**config.mk**
```make
export PLATFORM = sky130hd
export DESIGN_NAME = ddr3_spd_checker_decoder_core
export DESIGN_NICKNAME = d
export VERILOG_FILES = /design/src/sv/ddr3spd_pkg.sv /design/src/sv/ddr3spd_front.sv /design/src/sv/ddr3spd_queue.sv /design/src/sv/ddr3spd_back.sv /design/src/sv/ddr3_spd_checker_decoder_core.sv
export VERILOG_INCLUDE_DIRS = /design/src /design/src/sv
export SDC_FILE = /design/constraint.sdc
export NUM_CORES = 1
export LEC_CHECK = 0
export BUFFER_PORTS_ARGS = -buffer_cell sky130_fd_sc_hd__clkbuf_2
export CAP_MARGIN = 30
export CORE_MARGIN = 2
export CORE_UTILIZATION = 57
export CTS_BUF_LIST = sky130_fd_sc_hd__clkbuf_2
export CTS_CLUSTER_DIAMETER = 80
export CTS_CLUSTER_SIZE = 40
export DETAILED_ROUTE_END_ITERATION = 16
export PLACE_DENSITY = 0.77
export SLEW_MARGIN = 20
export SYNTH_ARGS = -nofsm -noshare
export SYNTH_HDL_FRONTEND = slang
export SYNTH_SLANG_ARGS = --single-unit
```
**constraint.sdc**
```tcl
create_clock -name clk_i -period 5.95 [get_ports clk_i]
set_input_delay 0.595 -clock clk_i [delete_from_list [all_inputs] [get_ports clk_i]]
set_output_delay 0.595 -clock clk_i [all_outputs]
set_load 0.01 [all_outputs]
```
**src/sv/ddr3_spd_checker_decoder_core_assert.svh**
```systemverilog
// Assertion macros shared by the SPD checker modules.
`ifndef DDR3_SPD_CHECKER_DECODER_CORE_ASSERT_SVH
`define DDR3_SPD_CHECKER_DECODER_CORE_ASSERT_SVH

// Clocked assertion, off while reset is asserted.
`define DDR3SPD_ASSERT(name, clk, rst_n, prop) \
  name: assert property (@(posedge clk) disable iff (!rst_n) prop) \
    else $error("ddr3spd assertion failed");

// Clocked assertion that also holds during reset.
`define DDR3SPD_ASSERT_ALWAYS(name, clk, prop) \
  name: assert property (@(posedge clk) prop) \
    else $error("ddr3spd assertion failed");

`endif

```
**src/sv/ddr3spd_pkg.sv**
```systemverilog
// Types, constants and CRC function of the SPD checker.
package ddr3spd_pkg;

  localparam logic [8:0]  RecordBytes = 9'd256;
  localparam int          HdrBytes    = 9;
  localparam logic [15:0] CrcPoly     = 16'h1021;
  localparam logic [7:0]  CovShort    = 8'd117;
  localparam logic [7:0]  CovLong     = 8'd126;
  localparam logic [7:0]  PosMirror   = 8'd63;
  localparam logic [7:0]  PosCrcLo    = 8'd126;
  localparam logic [7:0]  PosCrcHi    = 8'd127;
  localparam logic [7:0]  DramDdr3    = 8'h0b;
  localparam int          QueueDepth  = 2;
  localparam int          QueueAw     = 1;

  typedef enum logic [3:0] {
    StOk       = 4'd0,
    StSizeInfo = 4'd1,
    StCrc      = 4'd2,
    StNotDdr3  = 4'd3,
    StModType  = 4'd4,
    StDensity  = 4'd5,
    StAddr     = 4'd6,
    StOrg      = 4'd7,
    StBusWidth = 4'd8
  } status_e;

  // Snapshot of one record handed from front to back.
  typedef struct packed {
    logic [15:0]                 crc;
    logic [7:0]                  count;
    logic [HdrBytes-1:0][7:0]    hdr;
    logic                        mirror;
    logic [15:0]                 stored_crc;
  } rec_t;

  typedef struct packed {
    status_e     status;
    logic [15:0] computed_crc;
    logic [15:0] stored_crc;
    logic [3:0]  mod_type;
    logic [2:0]  bank_bits;
    logic [4:0]  row_bits;
    logic [3:0]  col_bits;
    logic [3:0]  rank_count;
    logic [5:0]  device_width;
    logic [6:0]  bus_width;
    logic [18:0] capacity_mib;
    logic [4:0]  flag_bits;
  } res_t;

  // CRC-16, MSB first, one byte.
  function automatic logic [15:0] crc_byte(input logic [15:0] crc, input logic [7:0] b);
    logic [15:0] c;
    c = crc ^ {b, 8'h00};
    for (int k = 0; k < 8; k++) begin
      c = c[15] ? ({c[14:0], 1'b0} ^ CrcPoly) : {c[14:0], 1'b0};
    end
    return c;
  endfunction

  function automatic logic [7:0] coverage(input logic [7:0] b0);
    return b0[7] ? CovShort : CovLong;
  endfunction

endpackage

```
**src/sv/ddr3spd_front.sv**
```systemverilog
// Byte front end: CRC, header capture and record snapshot.
module ddr3spd_front import ddr3spd_pkg::*; (
  input  logic       clk_i,
  input  logic       rst_ni,
  input  logic       in_valid_i,
  output logic       in_stall_o,
  input  logic [7:0] data_byte_i,
  input  logic       record_end_i,
  input  logic       q_full_i,
  output logic       push_o,
  output rec_t       push_rec_o
);

  logic [7:0]               cnt_q, cnt_d;
  logic [15:0]              crc_q, crc_d;
  logic [HdrBytes-1:0][7:0] hdr_q, hdr_d;
  logic                     mir_q, mir_d;
  logic [15:0]              scrc_q, scrc_d;
  logic                     accept;
  logic                     in_range;
  logic [7:0]               b0_eff;

  assign in_stall_o = q_full_i;
  assign accept     = in_valid_i && !q_full_i;
  assign in_range   = {1'b0, cnt_q} < RecordBytes;
  assign b0_eff     = (cnt_q == 8'd0) ? data_byte_i : hdr_q[0];

  always_comb begin
    cnt_d  = (cnt_q != 8'hff) ? cnt_q + 8'd1 : cnt_q;
    crc_d  = crc_q;
    hdr_d  = hdr_q;
    mir_d  = mir_q;
    scrc_d = scrc_q;
    if (in_range) begin
      if (cnt_q < 8'(HdrBytes)) hdr_d[cnt_q[3:0]] = data_byte_i;
      if (cnt_q < coverage(b0_eff)) crc_d = crc_byte(crc_q, data_byte_i);
      if (cnt_q == PosMirror) mir_d = data_byte_i[0];
      if (cnt_q == PosCrcLo) scrc_d[7:0] = data_byte_i;
      if (cnt_q == PosCrcHi) scrc_d[15:8] = data_byte_i;
    end
  end

  assign push_o                = accept && record_end_i;
  assign push_rec_o.crc        = crc_d;
  assign push_rec_o.count      = cnt_d;
  assign push_rec_o.hdr        = hdr_d;
  assign push_rec_o.mirror     = mir_d;
  assign push_rec_o.stored_crc = scrc_d;

  always_ff @(posedge clk_i or negedge rst_ni) begin
    if (!rst_ni) begin
      cnt_q  <= '0;
      crc_q  <= '0;
      hdr_q  <= '0;
      mir_q  <= 1'b0;
      scrc_q <= '0;
    end else if (accept) begin
      if (record_end_i) begin
        cnt_q  <= '0;
        crc_q  <= '0;
        hdr_q  <= '0;
        mir_q  <= 1'b0;
        scrc_q <= '0;
      end else begin
        cnt_q  <= cnt_d;
        crc_q  <= crc_d;
        hdr_q  <= hdr_d;
        mir_q  <= mir_d;
        scrc_q <= scrc_d;
      end
    end
  end

endmodule

```
**src/sv/ddr3spd_queue.sv**
```systemverilog
// Two-entry record queue between front and back.
module ddr3spd_queue import ddr3spd_pkg::*; (
  input  logic clk_i,
  input  logic rst_ni,
  input  logic push_i,
  input  rec_t push_rec_i,
  input  logic pop_i,
  output rec_t pop_rec_o,
  output logic full_o,
  output logic empty_o
);

`include "ddr3_spd_checker_decoder_core_assert.svh"

  rec_t                 mem_q [QueueDepth];
  logic [QueueAw-1:0]   wr_ptr_q, rd_ptr_q;
  logic [QueueAw:0]     cnt_q;

  assign full_o    = cnt_q == (QueueAw + 1)'(QueueDepth);
  assign empty_o   = cnt_q == '0;
  assign pop_rec_o = mem_q[rd_ptr_q];

  always_ff @(posedge clk_i) begin
    if (push_i) mem_q[wr_ptr_q] <= push_rec_i;
  end

  always_ff @(posedge clk_i or negedge rst_ni) begin
    if (!rst_ni) begin
      wr_ptr_q <= '0;
      rd_ptr_q <= '0;
      cnt_q    <= '0;
    end else begin
      if (push_i) wr_ptr_q <= wr_ptr_q + 1'b1;
      if (pop_i) rd_ptr_q <= rd_ptr_q + 1'b1;
      if (push_i && !pop_i) cnt_q <= cnt_q + 1'b1;
      else if (pop_i && !push_i) cnt_q <= cnt_q - 1'b1;
    end
  end

  `DDR3SPD_ASSERT(a_no_overflow, clk_i, rst_ni, push_i |-> !full_o)
  `DDR3SPD_ASSERT(a_no_underflow, clk_i, rst_ni, pop_i |-> !empty_o)
  `DDR3SPD_ASSERT_ALWAYS(a_cnt_bound, clk_i, !rst_ni || cnt_q <= (QueueAw + 1)'(QueueDepth))

endmodule

```
**src/sv/ddr3spd_back.sv**
```systemverilog
// Back end: CRC padding, record checks and result register.
module ddr3spd_back import ddr3spd_pkg::*; (
  input  logic clk_i,
  input  logic rst_ni,
  input  logic q_empty_i,
  input  rec_t q_rec_i,
  output logic pop_o,
  output logic out_valid_o,
  input  logic out_stall_i,
  output res_t res_o
);

`include "ddr3_spd_checker_decoder_core_assert.svh"

  typedef enum logic [2:0] {
    SIdle = 3'b001,
    SPad  = 3'b010,
    SOut  = 3'b100
  } state_e;

  state_e      state_q, state_d;
  rec_t        rec_q;
  logic        out_valid_q;
  res_t        res_q, res_d;
  logic        pad_more;
  logic        load_out;

  logic [7:0]  h0, h2, h3, h4, h5, h6, h7, h8;
  logic [3:0]  mt, g4;
  logic [2:0]  f4, f5, g5, f7, g7, g8;
  logic [1:0]  f8;
  logic [3:0]  ranks;
  logic [4:0]  shamt;
  logic [18:0] cap_base;
  logic [22:0] cap_prod;
  logic        mirror_type;

  assign pad_more = rec_q.count < coverage(rec_q.hdr[0]);
  assign load_out = (state_q == SOut) && (!out_valid_q || !out_stall_i);
  assign pop_o    = (state_q == SIdle) && !q_empty_i;

  always_comb begin
    state_d = state_q;
    unique case (state_q)
      SIdle: if (!q_empty_i) state_d = SPad;
      SPad:  if (!pad_more) state_d = SOut;
      SOut:  if (load_out) state_d = SIdle;
      default: state_d = SIdle;
    endcase
  end

  always_ff @(posedge clk_i or negedge rst_ni) begin
    if (!rst_ni) begin
      state_q     <= SIdle;
      out_valid_q <= 1'b0;
    end else begin
      state_q <= state_d;
      if (load_out) out_valid_q <= 1'b1;
      else if (!out_stall_i) out_valid_q <= 1'b0;
    end
  end

  always_ff @(posedge clk_i) begin
    if (pop_o) begin
      rec_q <= q_rec_i;
    end else if (state_q == SPad && pad_more) begin
      rec_q.crc   <= crc_byte(rec_q.crc, 8'h00);
      rec_q.count <= rec_q.count + 8'd1;
    end
    if (load_out) res_q <= res_d;
  end

  assign h0 = rec_q.hdr[0];
  assign h2 = rec_q.hdr[2];
  assign h3 = rec_q.hdr[3];
  assign h4 = rec_q.hdr[4];
  assign h5 = rec_q.hdr[5];
  assign h6 = rec_q.hdr[6];
  assign h7 = rec_q.hdr[7];
  assign h8 = rec_q.hdr[8];

  assign mt = h3[3:0];
  assign f4 = h4[6:4];
  assign g4 = h4[3:0];
  assign f5 = h5[5:3];
  assign g5 = h5[2:0];
  assign f7 = h7[5:3];
  assign g7 = h7[2:0];
  assign f8 = h8[4:3];
  assign g8 = h8[2:0];

  assign ranks = (f7 == 3'd4) ? 4'd8 : {1'b0, f7} + 4'd1;

  assign mirror_type = (mt == 4'd2) || (mt == 4'd3) || (mt == 4'd4) || (mt == 4'd6) ||
                       (mt == 4'd8) || (mt == 4'd12) || (mt == 4'd13);

  // density/8 * bus / device is a power of two: 2^(6 + g4 + g8 - g7)
  assign shamt    = 5'd6 + {1'b0, g4} + {3'b000, g8[1:0]} - {3'b000, g7[1:0]};
  assign cap_base = 19'd1 << shamt;
  assign cap_prod = {4'b0000, cap_base} * {19'd0, ranks};

  always_comb begin
    res_d = '0;
    res_d.status = StOk;
    if (h0[6:4] != 3'd1 || h0[3:0] < 4'd1 || h0[3:0] > 4'd3) begin
      res_d.status = StSizeInfo;
    end else begin
      res_d.computed_crc = rec_q.crc;
      res_d.stored_crc   = rec_q.stored_crc;
      if (rec_q.crc != rec_q.stored_crc) begin
        res_d.status = StCrc;
      end else if (h2 != DramDdr3) begin
        res_d.status = StNotDdr3;
      end else if (mt < 4'd1 || mt > 4'd13) begin
        res_d.status = StModType;
      end else begin
        res_d.mod_type = mt;
        if (f4 > 3'd3 || g4 > 4'd6) begin
          res_d.status = StDensity;
        end else begin
          res_d.bank_bits = f4 + 3'd3;
          if (f5 > 3'd4 || g5 > 3'd3) begin
            res_d.status = StAddr;
          end else begin
            res_d.row_bits  = {2'b00, f5} + 5'd12;
            res_d.col_bits  = {1'b0, g5} + 4'd9;
            res_d.flag_bits = {2'b00, h6[2:0]};
            if (f7 > 3'd4 || g7 > 3'd3) begin
              res_d.status = StOrg;
            end else begin
              res_d.rank_count   = ranks;
              res_d.device_width = 6'd4 << g7;
              if (f8 > 2'd1 || g8 > 3'd3) begin
                res_d.status = StBusWidth;
              end else begin
                res_d.bus_width    = 7'd8 << g8;
                res_d.capacity_mib = cap_prod[18:0];
                res_d.flag_bits    = {rec_q.mirror & mirror_type, f8[0], h6[2:0]};
              end
            end
          end
        end
      end
    end
  end

  assign out_valid_o = out_valid_q;
  assign res_o       = res_q;

  `DDR3SPD_ASSERT(a_pop_idle, clk_i, rst_ni, pop_o |-> state_q == SIdle)
  `DDR3SPD_ASSERT(a_pad_done, clk_i, rst_ni,
    state_q == SOut |-> rec_q.count >= coverage(rec_q.hdr[0]))
  `DDR3SPD_ASSERT(a_valid_from_out, clk_i, rst_ni,
    $rose(out_valid_q) |-> $past(state_q == SOut))

endmodule

```
**src/sv/ddr3_spd_checker_decoder_core.sv**
```systemverilog
// DDR3 SPD record checker and decoder, top level.
// Input channel: one SPD byte per word (data_byte_i, record_end_i), in
// address order from 0; record_end_i marks the record's last byte.
// Output channel: one result word per record with status, CRCs, decoded
// geometry, capacity in MiB and flags.
// Bytes are taken one per cycle. The front end stalls only when the
// two-entry record queue is full.
// Padding: for a short record the back end adds one zero byte to the
// CRC per cycle for each covered byte missing (117 or 126 minus the
// bytes received, at least 0) before the result is registered. A
// back-to-back stream of records of full length runs at one byte per
// cycle while the output does not stall.
// Reset clears the partial record, the queue and the output valid flag.
// A stalled result holds; the back end then waits, the queue fills, and
// the input channel stalls once both entries are taken.
module ddr3_spd_checker_decoder_core import ddr3spd_pkg::*; (
  input  logic        clk_i,
  input  logic        rst_ni,
  input  logic        in_valid_i,
  output logic        in_stall_o,
  input  logic [7:0]  data_byte_i,
  input  logic        record_end_i,
  output logic        out_valid_o,
  input  logic        out_stall_i,
  output logic [3:0]  status_o,
  output logic [15:0] computed_crc_o,
  output logic [15:0] stored_crc_o,
  output logic [3:0]  mod_type_o,
  output logic [2:0]  bank_bits_o,
  output logic [4:0]  row_bits_o,
  output logic [3:0]  col_bits_o,
  output logic [3:0]  rank_count_o,
  output logic [5:0]  device_width_o,
  output logic [6:0]  bus_width_o,
  output logic [18:0] capacity_mib_o,
  output logic [4:0]  flag_bits_o
);

  logic push, pop, q_full, q_empty;
  rec_t push_rec, pop_rec;
  res_t res;

  ddr3spd_front u_front (
    .clk_i        (clk_i),
    .rst_ni       (rst_ni),
    .in_valid_i   (in_valid_i),
    .in_stall_o   (in_stall_o),
    .data_byte_i  (data_byte_i),
    .record_end_i (record_end_i),
    .q_full_i     (q_full),
    .push_o       (push),
    .push_rec_o   (push_rec)
  );

  ddr3spd_queue u_queue (
    .clk_i      (clk_i),
    .rst_ni     (rst_ni),
    .push_i     (push),
    .push_rec_i (push_rec),
    .pop_i      (pop),
    .pop_rec_o  (pop_rec),
    .full_o     (q_full),
    .empty_o    (q_empty)
  );

  ddr3spd_back u_back (
    .clk_i       (clk_i),
    .rst_ni      (rst_ni),
    .q_empty_i   (q_empty),
    .q_rec_i     (pop_rec),
    .pop_o       (pop),
    .out_valid_o (out_valid_o),
    .out_stall_i (out_stall_i),
    .res_o       (res)
  );

  assign status_o       = res.status;
  assign computed_crc_o = res.computed_crc;
  assign stored_crc_o   = res.stored_crc;
  assign mod_type_o     = res.mod_type;
  assign bank_bits_o    = res.bank_bits;
  assign row_bits_o     = res.row_bits;
  assign col_bits_o     = res.col_bits;
  assign rank_count_o   = res.rank_count;
  assign device_width_o = res.device_width;
  assign bus_width_o    = res.bus_width;
  assign capacity_mib_o = res.capacity_mib;
  assign flag_bits_o    = res.flag_bits;

endmodule
```
## After elaboration in Yosys (flattened, before gate mapping)

Memories as Yosys holds them, arrays and structs flattened.
Index checks and enable logic that the tools add are counted.

- Add/sub/neg operators: 13
- $mul: 1
- Order comparisons: 17
- Equality and inequality tests: 23
- Shifts and indexed selects: 3
- Muxes and demuxes: 53
- Bitwise logic cells: 18
- Reductions and logical operators: 39

Operator list:

| kind | count |
|---|---|
| 2-to-1 mux 13 bit | 16 |
| 2-to-1 mux 72 bit | 2 |
| bitwise mux 72 bit | 1 |
| 2-to-1 mux 16 bit | 3 |
| 2-to-1 mux 24 bit | 2 |
| 2-to-1 mux 8 bit | 6 |
| inverter 3 bit | 16 |
| demux 8 bit (select 4 bit) | 1 |
| 2-to-1 mux 3 bit | 7 |
| multiplier 19 x 4 -> 19 bit | 1 |
| << shifter 1 x 5 -> 19 bit, first input constant | 1 |
| adder 8 x 1 -> 8 bit, second input constant | 2 |
| == test 8 x 7 -> 1 bit, second input constant | 2 |
| < comparator 8 bit | 2 |
| 2-to-1 mux 4 bit | 4 |
| != test 16 bit | 1 |
| XOR 16 bit | 1 |
| logical OR 1 bit | 14 |
| == test 4 bit, second input constant | 3 |
| greater-than comparator 3 x 2 -> 1 bit, second input constant | 4 |
| one-hot mux 3 bit (3 select lines) | 1 |
| == test 4 x 2 -> 1 bit, second input constant | 2 |
| == test 4 x 3 -> 1 bit, second input constant | 2 |
| == test 8 x 6 -> 1 bit, second input constant | 1 |
| other kinds (45) | 72 |

- Register bits after elaboration: 302
- Bits in writable memories: 226
- Output and inout bits: 95
- Logic and storage cells: 213
- Memories kept: 1

Memory list:

| memory | words | width | rd ports | clocked after Yosys merged registers in | write ports | RTL line | text |
|---|---|---|---|---|---|---|---|
| u_queue.mem_q | 2 | 113 | 1 | 0 | 1 | ddr3spd_queue.sv:15 | `rec_t mem_q [QueueDepth];` |

## Logic depth before layout (Yosys ltp)

- Depth in word-level cells: 19
- Gate-level depth with buffers: 24

## Hierarchy

From an unflattened synthesis, not the netlist that was laid out.

- Cell total of the unflattened synthesis: 1874
- Area, all modules: 24867.6 µm²

Modules (own cells, without submodules):

| module | instances | cells each | area each (µm²) | seq. area each (µm²) |
|---|---|---|---|---|
| ddr3spd_back | 1 | 785 | 9391.5 | 5356.4 |
| ddr3spd_queue | 1 | 368 | 8589.5 | 6886.6 |
| ddr3spd_front | 1 | 721 | 6886.6 | 2827.7 |

## Worst setup path before layout

OpenSTA, ideal clock, no wires.

- Kind: register to register
- Start point: reg u_back.rec_q (netlist bit u_back.h8[1])
- End point: reg u_back.res_q (netlist bit u_back.res_o[23]) (data pin)
- Arrival: 5861 ps
- Path slack: -165 ps
- Cell stages (with the launch flop): 24
- Buffers on the path: 1
- Cells stage by stage: edfxtp_1 inv_1 ha_1 fa_1 inv_1 ha_1 inv_1 fa_1 clkbuf_1 nand2_1 nor3_1 nand2_1 or2_2 fa_1 inv_1 fa_1 fa_1 a211oi_1 o21ai_0 a311o_1 nor3b_1 a311oi_1 xnor2_1 nor2_1

- Word-level cells in the longest chain between the ends: 4
- Elaborated cells between the ends (all ways): 7
- Those cells by class: 2 x add/sub; 1 x mul; 1 x order compare; 1 x shift; 2 x reduce/logical

RTL lines:

| item | RTL line | text |
|---|---|---|
| start: declaration | ddr3spd_back.sv:22 | `rec_t rec_q;` |
| start signal: assignment | ddr3spd_back.sv:65 | `rec_q <= q_rec_i;` |
| adder 5 x 2 -> 5 bit | ddr3spd_back.sv:98 | `assign shamt = 5'd6 + {1'b0, g4} + {3'b000, g8[1:0]} - {3'b000, g7[1:0]};` |
| subtractor 5 x 2 -> 5 bit | ddr3spd_back.sv:98 |  |
| << shifter 1 x 5 -> 19 bit | ddr3spd_back.sv:99 | `assign cap_base = 19'd1 << shamt;` |
| multiplier 19 x 4 -> 19 bit | ddr3spd_back.sv:100 | `assign cap_prod = {4'b0000, cap_base} * {19'd0, ranks};` |
| end signal: assignment | ddr3spd_back.sv:70 | `if (load_out) res_q <= res_d;` |
| end: declaration | ddr3spd_back.sv:24 | `res_t res_q, res_d;` |

Parallel ways exist; a longest one is shown, timed or not.
A chain may end at the register's enable or synchronous reset.

## Final worst setup path

Same ends and word-level chain as after synthesis.

==> flow_summary.json <==
{
  "clock_sinks": 447,
  "postLayoutSetupSlackWorst_ns": 0.0670,
  "postRouteAntennaNets": 0,
  "fin_crit_sh_pct": 98.9,
  "power_density_nw_per_um2": 499,
  "core.rowCount": 70,
  "clk_pin_slew_ns": 0.58,
  "worst_pin_slew_ns": 0.949,
  "start_util_pct": 57.4,
  "clockRootBuffer": "clkbuf_2",
  "ys_ff_latch": 447,
  "rrSetupSlack_ns": 0.07,
  "grt_pass1_vias": 12500,
  "fin_crit_ns": 5.88,
  "dp.final_hpwl_microns": 27900,
  "hold_depth": 4,
  "viasPerCell": 5.79,
  "hold_viol_final": 0,
  "route.detailed.drc": 0,
  "r2r-start": "u_back.h8[1]",
  "cts_max_level": 1,
  "synth-seq-area-share_pct": 62.1,
  "clock.fmax_ghz": 0.170,
  "drt_iter0_markers": 960,
  "dr.pass1.iters": 5,
  "cts_tree": "done",
  "clock_path_buffers": 3,
  "avgSynthCellArea_sq_um": 13.3,
  "yosysWarnings": 0,
  "synth.top_cell.area_share_pct": 50.5,
  "core_sq_um": 36300,
  "fill_cells": 2695,
  "insertion_delay_ns": 1.17,
  "hold_class": "in2reg",
  "start_kind": "flip-flop",
  "grt_pass1_wl_microns": 66700,
  "rr_endpoint": "u_back.res_o[23]",
  "ir_worst_vdd_mv": 0.409,
  "grt_start_max_net_pins": 70,
  "die_width_microns": 195,
  "hp-start": "out_stall_i",
  "syn_inst": 1565,
  "relSlewSlack_pct": 36.7,
  "status": "complete, no violations",
  "dieArea_sq_um": 38100,
  "wl_met2_microns": 20700,
  "drive_gt1_share_pct": 22.2,
  "path_class": "reg2reg",
  "endpoint_kind": "flip-flop",
  "synth-main-ff-cell": "edfxtp_1",
  "wl_met3_microns": 1690,
  "yosysUniqueCellTypes": 71,
  "crit_required_ns": 6.80,
  "setup_viol": 0,
  "syn_area_sq_um": 20900,
  "nNetsFinal": 1753,
  "wl_met1_microns": 18500,
  "pre_cts_ws_ns": -0.0617,
  "rsz0062_at_grt": "true",
  "wl_per_cell_microns": 19.5,
  "fin_skew_ns": 0.182,
  "antenna_found_initial": 2,
  "cp_max_fo": 5,
  "maxCapViolCount": 0,
  "min_to": "u_back.out_valid_o",
  "slew_viol_final": 0,
  "num_vias": 12400,
  "power.leakage_nw": 8.62,
  "synth.area.top_cells": "edfxtp_1 (51%), dfrtp_1 (11%), mux2_2 (7.0%), fa_1 (3.2%), ha_1 (2.6%)",
  "grt_usage_pct": 22.0,
  "hold_ws_ns": 0.295,
  "gp_congestion": 0.820,
  "port_buffers": 102,
  "totalWireLength_microns": 41900,
  "synth_edf_count": 351,
  "cts_inserted_buffers": 20,
  "ios": 108,
  "routed.top_layer": "met5",
  "die_h_microns": 195,
  "reg2regPathDepth": 24,
  "async_reset_ff_share_pct": 21.5,
  "grt-ovfl-total": 0,
  "cp.arrival_ns": 6.73,
  "synth_top_area_cell": "edfxtp_1",
  "syn_to_final_growth_pct": 9.35
}
==> worst max-delay path, cell delays in order, from the launching register on <==
cell and delay [ns]:
edfxtp_1 0.53, inv_2 0.10, ha_4 0.20, fa_1 0.43, inv_1 0.07, ha_2 0.19, inv_2 0.05, fa_2 0.42
xnor2_1 0.33, nor3_2 0.09, nand2_1 0.10, buf_4 0.12, nor2_1 0.05, fa_1 0.55, inv_1 0.05, fa_1 0.52
inv_1 0.04, ha_1 0.37, a211oi_2 0.31, o21ai_2 0.12, a311o_1 0.30, nor3b_4 0.17, a311oi_2 0.29, xnor2_1 0.16
nor2_1 0.05
==> cell usage after synthesis (4+ instances only) <==
cell and instances:
nor2_1 106, a21oi_1 37, mux2_2 129, edfxtp_1 351, nand2_1 121, buf_2 7, a22oi_1 16, fa_1 33
clkbuf_1 57, o21ai_0 71, buf_1 4, mux2i_1 21, xnor2_1 60, a31oi_1 5, nor3_1 15, nand3_1 45
inv_1 82, dfrtp_1 95, buf_4 6, o211ai_1 4, nand2b_1 9, ha_1 43, buf_6 6, o311ai_1 12
nand4_1 8, a22o_1 31, a32o_1 7, and2_1 53, or2_2 4, nor2b_1 11, a211oi_1 8, xor2_1 28
and3_1 12, a21o_1 10
==> repair_timing <==
action / 4_1_cts / 5_1_grt
buffers inserted: 0 / 5
hold buffers: 14 / 0
gates resized for setup: 3 / 50
setup endpoints to repair: 1 / 7
endpoints found under the hold margin: 150 / 0
pin swaps: 4 / 17
==> per-layer routing <==
layer | vias to the layer above | track usage, %
li1 | 5799 | -
met1 | 6242 | 30.6
met2 | 325 | 37.9
met3 | 63 | 2.09
met4 | 2 | 5.51
met5 | - | 0
==> power by group <==
part / internal [W] / switching [W]
combinational: 0.00205 / 0.00297
sequential: 0.00447 / 0.000545
clock: 0.000302 / 0.00105
total: 0.00682 / 0.00456
==> cells by family after synthesis <==
group / share of synthesized area, %
DFF: 62.1
and+or+nand+nor: 9.59
AOI/OAI and AO/OA: 7.34
buffers and inverters: 3.32
muxes: 8.14
xor gates and xnor gates: 3.77
adders and majority gates: 5.75
other: 0.0180
==> cell type report <==
cell class	instances	area, sq um	area share, %
sequential	447	12900	56.8
clock buffer	20	100	0.439
multi-input combinational	958	7500	32.9
clock inverter	16	327	1.43
tap	468	586	2.57
timing repair buffer	153	1020	4.49
inverter	84	318	1.39
antenna	1	2.50	0.0110
==> how the worst max path moves through the flow <==
| stage | depth (start not counted) | to | from |
|---|---|---|---|
| floorplan | 23 | u_back.res_o[23] | u_back.h8[1] |
| global placement | 22 | u_back.res_o[23] | u_back.h8[1] |
| detailed placement | 22 | u_back.res_o[23] | u_back.h8[1] |
| CTS | 21 | u_back.res_o[23] | u_back.h8[1] |
| global route | 24 | u_back.res_o[23] | u_back.h8[1] |
| finish | 24 | u_back.res_o[23] | u_back.h8[1] |
==> cell usage in the layout, fill, tap and decap left out, types with 11 or more instances in the layout <==
cell type and n:
and3_1 11, o21ai_0 67, xor2_1 28, nor2_1 97, fa_1 30, a22o_1 31
mux2_2 128, clkbuf_2 121, nand2_1 117, nor3_1 12, xnor2_1 60, edfxtp_1 351
nand3_1 44, a22oi_1 16, a21oi_1 35, and2_1 53, o311ai_1 12, buf_4 33
dfrtp_1 94, dlygate4sd3_1 13, inv_1 76, ha_1 35, mux2i_1 21
==> stage by stage <==
stage | TNS, ns | cell area (sq um) | utilization, % | total power, W | std cells
floorplan | 0 | 20900 | - | 0.00828 | 1569
global placement | 0 | 21900 | 60.1 | 0.00939 | 2087
detailed placement | -0.0617 | 21900 | 60.4 | 0.00964 | 2090
CTS | 0 | 22500 | 62.0 | 0.0110 | 2140
global route | -0.167 | 22800 | 62.7 | 0.0122 | 2147
finish | 0 | 22800 | 62.7 | 0.0114 | 2147
==> flip-flops by register name, summed over array words and instances (netlist names), 4 cells and up <==
register and flops:
u_back.h0 8, u_front.scrc_q 16, u_back.h5 6, u_back.h7 6, u_queue.mem_q 176, u_front.hdr_q 47, u_front.crc_q 16, u_back.h8 5
u_back.h3 4, u_back.rec_q 41, u_back.h4 7, u_back.h2 8, u_front.cnt_q 8, u_back.res_o 87
No activity file was read; power rests on OpenSTA's default activity.
